`src/rtl/core/sbpsd_pkg.sv`:
```
// Shared types and constants of the spectral band peak slip detector.
package sbpsd_pkg;

    localparam int CFG_INDEX_W = 2;
    localparam int CFG_DATA_W  = 57;
    localparam int START_W     = 10;
    localparam int SPACING_W   = 16;
    localparam int POWER_W     = 32;
    localparam int FREQ_W      = 25;
    localparam int IND_W       = 57;
    localparam int SAMPLE_W    = 16;
    localparam int SQUARE_W    = 31;

    localparam logic [CFG_INDEX_W-1:0] CFG_BAND_FIRST     = 2'd0;
    localparam logic [CFG_INDEX_W-1:0] CFG_END_BIN        = 2'd1;
    localparam logic [CFG_INDEX_W-1:0] CFG_BIN_SPACING_HZ = 2'd2;
    localparam logic [CFG_INDEX_W-1:0] CFG_SLIP_THRESHOLD = 2'd3;

    typedef enum logic [2:0] {
        ST_IDLE,
        ST_SQUARE,
        ST_UPDATE,
        ST_PRODUCT,
        ST_EMIT
    } t_state;

    // Commands from the controller to the datapath.
    typedef struct packed {
        logic load;
        logic square;
        logic update;
        logic product;
        logic emit;
    } t_dp_cmd;

    // Status from the datapath to the controller.
    typedef struct packed {
        logic last;
        logic out_free;
    } t_dp_stat;

endpackage

```
`src/rtl/core/sbpsd_ctrl.sv`:
```
// Sequencing state machine of the spectral band peak slip detector.
module sbpsd_ctrl
    import sbpsd_pkg::*;
(
    input  logic     i_clk,
    input  logic     i_rst_n,
    input  logic     i_in_valid,
    output logic     o_in_ready,
    input  t_dp_stat i_stat,
    output t_dp_cmd  o_cmd
);

    t_state r_state;
    t_state n_state;

    always_ff @(posedge i_clk) begin
        if (!i_rst_n) begin
            r_state <= ST_IDLE;
        end else begin
            r_state <= n_state;
        end
    end

    always_comb begin
        n_state    = r_state;
        o_in_ready = 1'b0;
        o_cmd      = '0;
        unique case (r_state)
            ST_IDLE: begin
                o_in_ready = 1'b1;
                if (i_in_valid) begin
                    o_cmd.load = 1'b1;
                    n_state    = ST_SQUARE;
                end
            end
            ST_SQUARE: begin
                o_cmd.square = 1'b1;
                n_state      = ST_UPDATE;
            end
            ST_UPDATE: begin
                o_cmd.update = 1'b1;
                n_state      = i_stat.last ? ST_PRODUCT : ST_IDLE;
            end
            ST_PRODUCT: begin
                o_cmd.product = 1'b1;
                n_state       = ST_EMIT;
            end
            ST_EMIT: begin
                // hold until the output register is free
                if (i_stat.out_free) begin
                    o_cmd.emit = 1'b1;
                    n_state    = ST_IDLE;
                end
            end
            default: begin
                n_state = ST_IDLE;
            end
        endcase
    end

endmodule

```
`src/rtl/core/sbpsd_datapath.sv`:
```
// Datapath: band power, running peak, indicator and output register.
module sbpsd_datapath
    import sbpsd_pkg::*;
#(
    parameter int FFT_SIZE = 512
) (
    input  logic                       i_clk,
    input  logic                       i_rst_n,
    input  logic                       i_cfg_we,
    input  logic [CFG_INDEX_W-1:0]     i_cfg_index,
    input  logic [CFG_DATA_W-1:0]      i_cfg_data,
    input  logic signed [SAMPLE_W-1:0] i_bin_real,
    input  logic signed [SAMPLE_W-1:0] i_bin_imag,
    input  logic                       i_last_bin,
    input  t_dp_cmd                    i_cmd,
    output t_dp_stat                   o_stat,
    output logic                       o_out_valid,
    input  logic                       i_out_ready,
    output logic                       o_slip_detected,
    output logic [IND_W-1:0]           o_slip_metric,
    output logic [POWER_W-1:0]         o_peak_power,
    output logic [FREQ_W-1:0]          o_peak_frequency_hz
);

    localparam int CNT_W  = $clog2(FFT_SIZE);
    localparam int SHIFT  = $clog2(FFT_SIZE + 1) - 1;
    localparam int CMP_W  = (CNT_W > START_W) ? CNT_W : START_W;
    localparam int FPROD_W = CNT_W + SPACING_W;
    localparam logic [CNT_W-1:0] CNT_LAST = CNT_W'(FFT_SIZE - 1);

    logic [START_W-1:0]   r_band_first;
    logic [START_W-1:0]   r_end_bin;
    logic [SPACING_W-1:0] r_spacing;
    logic [IND_W-1:0]     r_threshold;

    logic signed [SAMPLE_W-1:0] r_re;
    logic signed [SAMPLE_W-1:0] r_im;
    logic                       r_last;
    logic [CNT_W-1:0]           r_bin_cnt;
    logic [SQUARE_W-1:0]        r_sq_re;
    logic [SQUARE_W-1:0]        r_sq_im;
    logic [FREQ_W-1:0]          r_freq;
    logic                       r_in_band;
    logic [POWER_W-1:0]         r_best_power;
    logic [FREQ_W-1:0]          r_best_freq;
    logic [IND_W-1:0]           r_ind;
    logic [POWER_W-1:0]         r_res_power;
    logic [FREQ_W-1:0]          r_res_freq;
    logic                       r_out_valid;
    logic                       r_out_slip;
    logic [IND_W-1:0]           r_out_ind;
    logic [POWER_W-1:0]         r_out_power;
    logic [FREQ_W-1:0]          r_out_freq;

    logic signed [2*SAMPLE_W-1:0] sq_re_full;
    logic signed [2*SAMPLE_W-1:0] sq_im_full;
    logic [FPROD_W-1:0]           freq_prod;
    logic [POWER_W:0]             power_sum;
    logic [POWER_W-1:0]           power;
    logic                         band_hit;

    assign sq_re_full = r_re * r_re;
    assign sq_im_full = r_im * r_im;
    assign freq_prod  = FPROD_W'(r_bin_cnt) * FPROD_W'(r_spacing);
    assign band_hit   = (CMP_W'(r_bin_cnt) >= CMP_W'(r_band_first)) &&
                        (CMP_W'(r_bin_cnt) <  CMP_W'(r_end_bin));
    assign power_sum  = (POWER_W + 1)'(r_sq_re) + (POWER_W + 1)'(r_sq_im);
    assign power      = POWER_W'(power_sum >> SHIFT);

    always_ff @(posedge i_clk) begin
        if (!i_rst_n) begin
            r_band_first <= '0;
            r_end_bin    <= '0;
            r_spacing    <= '0;
            r_threshold  <= '0;
        end else if (i_cfg_we) begin
            unique case (i_cfg_index)
                CFG_BAND_FIRST:     r_band_first <= i_cfg_data[START_W-1:0];
                CFG_END_BIN:        r_end_bin    <= i_cfg_data[START_W-1:0];
                CFG_BIN_SPACING_HZ: r_spacing    <= i_cfg_data[SPACING_W-1:0];
                CFG_SLIP_THRESHOLD: r_threshold  <= i_cfg_data[IND_W-1:0];
                default: ;
            endcase
        end
    end

    // Payload registers of the item at work.
    always_ff @(posedge i_clk) begin
        if (i_cmd.load) begin
            r_re   <= i_bin_real;
            r_im   <= i_bin_imag;
            r_last <= i_last_bin;
        end
        if (i_cmd.square) begin
            r_sq_re   <= sq_re_full[SQUARE_W-1:0];
            r_sq_im   <= sq_im_full[SQUARE_W-1:0];
            r_freq    <= FREQ_W'(freq_prod);
            r_in_band <= band_hit;
        end
        if (i_cmd.product) begin
            r_ind       <= IND_W'(r_best_power) * IND_W'(r_best_freq);
            r_res_power <= r_best_power;
            r_res_freq  <= r_best_freq;
        end
        if (i_cmd.emit) begin
            r_out_slip  <= (r_ind > r_threshold);
            r_out_ind   <= r_ind;
            r_out_power <= r_res_power;
            r_out_freq  <= r_res_freq;
        end
    end

    // Frame state and output handshake.
    always_ff @(posedge i_clk) begin
        if (!i_rst_n) begin
            r_bin_cnt    <= '0;
            r_best_power <= '0;
            r_best_freq  <= '0;
            r_out_valid  <= 1'b0;
        end else begin
            if (i_cmd.update) begin
                if (r_in_band && (power > r_best_power)) begin
                    r_best_power <= power;
                    r_best_freq  <= r_freq;
                end
                if (r_last || (r_bin_cnt == CNT_LAST)) begin
                    r_bin_cnt <= '0;
                end else begin
                    r_bin_cnt <= r_bin_cnt + 1'b1;
                end
            end
            if (i_cmd.product) begin
                r_best_power <= '0;
                r_best_freq  <= '0;
            end
            if (i_cmd.emit) begin
                r_out_valid <= 1'b1;
            end else if (i_out_ready) begin
                r_out_valid <= 1'b0;
            end
        end
    end

    assign o_stat.last     = r_last;
    assign o_stat.out_free = !r_out_valid || i_out_ready;

    assign o_out_valid         = r_out_valid;
    assign o_slip_detected     = r_out_slip;
    assign o_slip_metric       = r_out_ind;
    assign o_peak_power        = r_out_power;
    assign o_peak_frequency_hz = r_out_freq;

endmodule

```
`src/rtl/core/spectral_band_peak_slip_detector_core.sv`:
```
// Top level of the spectral band peak slip detector.
//
// Input channel: one FFT bin per word (i_bin_real, i_bin_imag, i_last_bin),
// in bin order, taken when i_in_valid and o_in_ready are both high.
// An internal counter numbers the bins from 0 and restarts after the word
// marked last, or wraps at FFT_SIZE. Bins from the band's first bin up to
// but not including end_bin contribute power (re*re + im*im) >> floor(log2(FFT_SIZE));
// the strictly greatest power and its frequency (index * bin_spacing_hz) are
// kept per frame.
// Output channel: one result word per frame, after the last bin, taken when
// o_out_valid and i_out_ready are both high.
// Each bin steps through accept, square and update in the controller
// sequence; no new bin is taken until its update is done. A last bin
// adds a product step and an output load step, and its result is valid
// once the load step finds the output register free.
// The output register parts the two sides: the next frame's bins are taken
// while a result waits. If the receiver stalls and a new result is ready,
// the block holds it and takes no more bins until the register frees.
// Reset clears the configuration registers, the bin counter, the peak
// state and the output valid flag. Write configuration only while idle.
module spectral_band_peak_slip_detector_core
    import sbpsd_pkg::*;
#(
    parameter int FFT_SIZE = 512
) (
    input  logic                       i_clk,
    input  logic                       i_rst_n,
    input  logic                       i_cfg_we,
    input  logic [CFG_INDEX_W-1:0]     i_cfg_index,
    input  logic [CFG_DATA_W-1:0]      i_cfg_data,
    input  logic                       i_in_valid,
    output logic                       o_in_ready,
    input  logic signed [SAMPLE_W-1:0] i_bin_real,
    input  logic signed [SAMPLE_W-1:0] i_bin_imag,
    input  logic                       i_last_bin,
    output logic                       o_out_valid,
    input  logic                       i_out_ready,
    output logic                       o_slip_detected,
    output logic [IND_W-1:0]           o_slip_metric,
    output logic [POWER_W-1:0]         o_peak_power,
    output logic [FREQ_W-1:0]          o_peak_frequency_hz
);

    t_dp_cmd  dp_cmd;
    t_dp_stat dp_stat;

    // Sequence each word through square, update and, on the last bin, product and emit.
    sbpsd_ctrl u_ctrl (
        .i_clk      (i_clk),
        .i_rst_n    (i_rst_n),
        .i_in_valid (i_in_valid),
        .o_in_ready (o_in_ready),
        .i_stat     (dp_stat),
        .o_cmd      (dp_cmd)
    );

    // Hold configuration, frame state and the output register.
    sbpsd_datapath #(
        .FFT_SIZE (FFT_SIZE)
    ) u_datapath (
        .i_clk               (i_clk),
        .i_rst_n             (i_rst_n),
        .i_cfg_we            (i_cfg_we),
        .i_cfg_index         (i_cfg_index),
        .i_cfg_data          (i_cfg_data),
        .i_bin_real          (i_bin_real),
        .i_bin_imag          (i_bin_imag),
        .i_last_bin          (i_last_bin),
        .i_cmd               (dp_cmd),
        .o_stat              (dp_stat),
        .o_out_valid         (o_out_valid),
        .i_out_ready         (i_out_ready),
        .o_slip_detected     (o_slip_detected),
        .o_slip_metric       (o_slip_metric),
        .o_peak_power        (o_peak_power),
        .o_peak_frequency_hz (o_peak_frequency_hz)
    );

endmodule
```
`config.mk`:
```
export PLATFORM = sky130hd
export DESIGN_NAME = spectral_band_peak_slip_detector_core
export DESIGN_NICKNAME = d
export VERILOG_FILES = /design/src/rtl/core/sbpsd_pkg.sv /design/src/rtl/core/sbpsd_ctrl.sv /design/src/rtl/core/sbpsd_datapath.sv /design/src/rtl/core/spectral_band_peak_slip_detector_core.sv
export SDC_FILE = /design/constraint.sdc
export NUM_CORES = 2
export LEC_CHECK = 0
export ABC_AREA = 1
export BUFFER_PORTS_ARGS = -buffer_cell sky130_fd_sc_hd__buf_2
export CAP_MARGIN = 20
export CORE_MARGIN = 2
export CORE_UTILIZATION = 45
export CTS_CLUSTER_SIZE = 14
export DETAILED_ROUTE_END_ITERATION = 7
export HOLD_SLACK_MARGIN = 0.05
export PLACE_DENSITY_LB_ADDON = 0.2
export SLEW_MARGIN = 20
export SYNTH_ARGS = -nofsm -noshare
export SYNTH_HDL_FRONTEND = slang
export SYNTH_SLANG_ARGS = --single-unit
```
`constraint.sdc`:
```
create_clock -name i_clk -period 24.9 [get_ports i_clk]
set_input_delay 1.245 -clock i_clk [delete_from_list [all_inputs] [get_ports i_clk]]
set_output_delay 1.245 -clock i_clk [all_outputs]
set_load 0.02 [all_outputs]
```
# ---- Word level (Yosys, flattened, before mapping)
# Index checks and enable logic that the tools add are counted.
dict set report totals {
  register_bits 489
  latchBits 0
  mem_bits_rw 0
  rom_bits 0
  input_bits 97
  out_inout_bits 117
  mem_count 0
}
dict set report op_classes {
  add_sub_neg 2
  n_mul 4
  div_mod_pow 0
  magnitude_cmp 4
  eq_ne 10
  shifts 0
  mux 15
  bitwise_logic 1
  n_reduce_logical 15
}
# operator n
set op_table {}
lappend op_table {{16-bit by 16-bit multiplier with 31-bit output} 2}
lappend op_table {{57-bit > comparator} 1}
lappend op_table {{24-bit by 25-bit multiplier with 49-bit output} 1}
lappend op_table {{31-bit by 31-bit adder with 32-bit output} 1}
lappend op_table {{9-bit by 16-bit multiplier with 25-bit output} 1}
lappend op_table {{24-bit > comparator} 1}
lappend op_table {{3-bit case mux with 5 select lines} 1}
lappend op_table {{2-bit AND reduction} 6}
lappend op_table {{9-bit by 10-bit >= comparator with 1-bit output} 1}
lappend op_table {{9-bit by 10-bit less-than comparator with 1-bit output} 1}
lappend op_table {{1-bit 2-to-1 mux} 10}
lappend op_table {{9-bit by 1-bit adder with 9-bit output, second input constant} 1}
lappend op_table {{9-bit == test, second input constant} 1}
lappend op_table {{9-bit 2-to-1 mux} 1}
lappend op_table {{3-bit by 2-bit == test with 1-bit output, second input constant} 2}
lappend op_table {{3-bit 2-to-1 mux} 2}
lappend op_table {{2-bit == test, second input constant} 2}
lappend op_table {{2-bit != test, second input constant} 2}
lappend op_table {{3-bit by 1-bit == test with 1-bit output, second input constant} 1}
lappend op_table {{3-bit == test, second input constant} 1}
lappend op_table {{3-bit logical NOT} 1}
lappend op_table {{2-bit by 1-bit == test with 1-bit output, second input constant} 1}
lappend op_table {{1-bit logical AND} 2}
lappend op_table {{2-bit logical NOT} 1}
lappend op_table {{6 further kinds} 7}

# ---- Longest topological paths before layout
dict set report logic_depth {
  word_depth 5
  depth_mapped 30
  ltp_nobuf 28
}

# ---- Modules after synthesis
# From an unflattened synthesis, not the netlist that was laid out.
dict set report hier_totals {
  cells_unflattened 7751
  area_unflattened_um2 63656.1
}
# module instances cells_per_inst area_each_um2 seq_area_each_um2
set modules_own_cells {}
lappend modules_own_cells {sbpsd_datapath 1 7722 63465.9 12391.9}
lappend modules_own_cells {sbpsd_ctrl 1 29 190.2 60.1}

# ---- Worst setup path before layout
# No wires, ideal clock.
dict set report synth_path {
  path_kind {input-to-reg}
  start {in i_out_ready}
  end {reg u_datapath.r_out_freq[0] (netlist: u_datapath.o_peak_frequency_hz[0]), enable pin}
  setup_ns 0.795
  arrival_ns 10.523
  slack_ns 13.581
  stages 2
  n_path_buf 0
  path_cell_list {nor2_1 nor4_1}
}
# item line
set synth_rtl {}
lappend synth_rtl {{from (decl)} spectral_band_peak_slip_detector_core.sv:37} ;# input logic i_out_ready,
lappend synth_rtl {{to (signal assigned)} sbpsd_datapath.sv:109} ;# r_out_freq <= r_res_freq;
lappend synth_rtl {{to (decl)} sbpsd_datapath.sv:53} ;# logic [FREQ_W-1:0] r_out_freq;

# ---- Worst setup path in the final report
dict set report layout_path {
  start {reg u_datapath.r_best_freq[10]}
  end {reg u_datapath.r_ind[33] (data pin)}
}
dict set report layout_between {
  elab_chain_len 1
}
# item line
set layout_rtl {}
lappend layout_rtl {{from (decl)} sbpsd_datapath.sv:45} ;# logic [FREQ_W-1:0] r_best_freq;
lappend layout_rtl {{from (signal assigned)} sbpsd_datapath.sv:124} ;# r_best_freq <= r_freq;
lappend layout_rtl {{24-bit by 25-bit multiplier with 49-bit output} sbpsd_datapath.sv:101} ;# r_ind <= IND_W'(r_best_power) * IND_W'(r_best_freq);
lappend layout_rtl {{to (signal assigned)} sbpsd_datapath.sv:101}
lappend layout_rtl {{to (decl)} sbpsd_datapath.sv:46} ;# logic [IND_W-1:0] r_ind;
# No other way between the ends.
# A chain may end at the register's enable or synchronous reset.

==> flow_summary_export.csv <==
group,metric,value,unit
outcome,outcome,"complete, no violations",
sta,slew_headroom,0.312,
synthesis,post-synth-top-area-fraction,0.330,
synthesis,synth.area.top_cells,"fa_1, edfxtp_1, inv_1",
cts,ctsHoldBuffers,0,
global_routing,grt_max_degree,112,
synthesis,ys_warn_count,0,
synthesis,synth_cell_type_count,46,
cts,htree_levels,2,
setup_path,required,25.35,ns
hold_path,hold_path_class,"reg -> reg",
synthesis,yosys-top-cells-count,"inv_1, nand2_1, fa_1",
setup_path,worst_setup_path_start_kind,"register",
drt,drt_iter0_drc,2895,
synthesis,async_flop_share,0,
setup_path,r2r_cells,23,
sta,worst_pin_slew,1.03,ns
finish,fillCellCount,13800,
setup_path,cp.buffers_inverters,6,
hold_path,hp-start,"u_datapath.r_res_freq[23]$_DFFE_PP_",
setup_path,end_kind,"register",
sta,rsz0062_at_grt,"false",
synthesis,ys_ff_latch,466,
setup_path,timing.rr.end,"u_datapath.r_ind[33]$_DFFE_PP_",
sta,period_share,0.275,
floorplanning,pin_count,214,
synthesis,yosysSeqAreaShare,0.196,
synthesis,synth-edff-count,312,
drt,ant_nets,0,
sta,finalHoldViolCount,0,
setup_path,worst_path_most_repeated_cell,"fa_1",
setup_path,timing.reg2reg.setup_slack,18.05,ns
setup_path,cp.arrival,7.30,ns
placement,gp_congestion,0.934,
finish,drive_above_1_share,0.0485,
synthesis,synth_most_common_cell,"inv_1",
hold_path,hold_depth,0,
cts,cts.clk_slew.worst_paths,0.07,ns
floorplanning,core_area,0.140,mm²
global_routing,grt_pass1_wl,276000,µm
setup_path,critPathMaxFanout,15,
cts,clock-sinks,466,
setup_path,critPathMaxStageDelay,0.80,ns
placement,dp_hpwl,137000,µm
cts,cts_setup_buffers,0,
setup_path,reg2reg_from,"u_datapath.r_best_freq[10]$_SDFFE_PP0P_",
synthesis,yosys.area.top_type,"fa_1",
sta,setup_violations,0,
cts,cts_tree,"yes",
drt,wl_per_cell,17.5,µm
cts,insertion_delay,0.70,ns
global_routing,grt.total_usage,0.242,
flow_run,maxCapViolations,0,
floorplanning,row_count,137,
cts,ctsLongestPathBuffers,3,
synthesis,synthCells,7721,
floorplanning,dieArea,0.144,mm²
synthesis,synthFlopType,"edfxtp_1",
cts,cts_buffers,58,
drt,vias,47300,
hold_path,min_to,"u_datapath.o_peak_frequency_hz[23]$_DFFE_PP_",
synthesis,syn-cell-area,0.0635,mm²
sta,tns,0,ns
finish,synthToLayoutAreaGrowth,7.55,%
finish,multi_input_area,0.0416,mm²
drt,vias_per_cell,4.87,
global_routing,grt_pass1_vias,50500,
finish,layout.nets,9457,
cts,ctsResizeCount,0,
sta,skew,0.0469,ns
floorplanning,start_util,0.454,
setup_path,critical_path.top_delay_family,"adder cells",
setup_path,crit_type,"reg -> reg",
drt,dr.pass1.iters,5,
sta,slew_viol_final,0,
sta,fin_crit,6.85,ns
drt,wirelength,170000,µm
setup_path,slowest_stage,"dfxtp_1",
drt,drc_errors,0,
sta,clock.fmax,146,MHz
cts,clockRootBuffer,"clkbuf_16",
global_routing,grt.overflow.total,0,
floorplanning,die_h,380,µm
placement,port_buffers,196,
finish,seq_area,0.0125,mm²
setup_path,cp_cell_sequence,"buf_4, nand2_1, inv_1, fa_1, inv_1, fa_1, inv_1, fa_1, fa_1, fa_1, fa_1, inv_1, fa_1, inv_1, ha_1, a21oi_1, o21ai_0, a21oi_1, nor2_1, nor2_1, nand2_1, nand2_1, nand2_1",
floorplanning,die_w,380,µm
global_routing,antenna_found_initial,1,
setup_path,crit_cells,23,
synthesis,avgSynthCellArea,8.23,µm²
==> cell families (layout without fill, tap and decap cells) <==
| kind of cell | Yosys count | in the layout | synth area share |
|---|---|---|---|
| fa+ha+maj | 1574 | 1574 | 0.434 |
| flops | 466 | 466 | 0.196 |
| other cells | 1 | 18 | 0.0000590 |
| xor+xnor | 125 | 125 | 0.0172 |
| buf+inv | 2526 | 2625 | 0.151 |
| simple gates | 2493 | 2493 | 0.158 |
| compound gates | 536 | 536 | 0.0444 |
==> cell usage in the layout, fill, tap and decap left out, types with 10 or more instances in the layout <==
cell	count
buf_4	61
nand4_1	58
nor2_1	364
nand3_1	152
o21bai_1	18
a21oi_1	296
xor2_1	91
o21ai_0	186
inv_1	2256
xnor2_1	34
dfxtp_1	153
nand2_1	1794
nor3_1	41
ha_1	528
a21o_1	10
clkbuf_16	58
or2_2	13
edfxtp_1	312
fa_1	1046
conb_1	17
buf_2	196
nand3b_1	31
and2_1	15
==> metrics by stage <==
step	utilization	instance area (µm²)	std cells	hold slack, ns	setup WS (ns)
3_5_place_dp	0.474	66300	9602	0.405	18.04
5_1_grt	0.488	68300	9712	0.404	17.80
6_report	0.488	68300	9713	0.389	18.05
3_3_place_gp	0.474	66300	9602	0.403	17.95
4_1_cts	0.488	68300	9712	0.388	18.05
2_1_floorplan	-	63600	7737	0.400	13.58
==> worst max path at each step <==
stage	from	to	slack, ns
after detailed placement	u_datapath.r_best_freq[10]$_SDFFE_PP0P_	u_datapath.r_ind[33]$_DFFE_PP_	18.04
after global placement	u_datapath.r_best_power[7]$_SDFFE_PP0P_	u_datapath.r_ind[41]$_DFFE_PP_	17.95
final	u_datapath.r_best_freq[10]$_SDFFE_PP0P_	u_datapath.r_ind[33]$_DFFE_PP_	18.05
after global routing	u_datapath.r_best_freq[10]$_SDFFE_PP0P_	u_datapath.r_ind[48]$_DFFE_PP_	17.80
after floorplan	i_out_ready	u_datapath.o_peak_frequency_hz[0]$_DFFE_PP_	13.58
after CTS	u_datapath.r_best_freq[10]$_SDFFE_PP0P_	u_datapath.r_ind[33]$_DFFE_PP_	18.05
==> final cells by class <==
cell class	count	area share
diodes	1	0.0000366
clock buffers	66	0.0217
clock inverters	44	0.00775
inverters	2258	0.124
multi-input cells	4745	0.609
flip-flops and latches	466	0.182
well taps	1876	0.0344
repair buffers	257	0.0211
==> registers in the layout, summed over array words and instances (netlist names), 25 cells and up <==
name                            count
u_datapath.r_freq                  25
u_datapath.r_best_freq             25
u_datapath.o_peak_frequency_hz     25
u_datapath.o_slip_metric           49
u_datapath.r_sq_re                 29
u_datapath.r_threshold             57
u_datapath.r_ind                   49
u_datapath.r_sq_im                 29
u_datapath.r_res_freq              25
==> metal layers <==
layer / global-route usage / routed length (µm) / vias up
met5: 0 / 0 / -
met4: 0.0696 / 5040 / 0
met3: 0.0252 / 6860 / 234
met2: 0.435 / 86600 / 946
met1: 0.307 / 71400 / 23500
li1: - / - / 22700
Power is left out: the tool's default activity adds up to more than one toggle a clock period on the data nets, which glitch-free logic cannot reach.
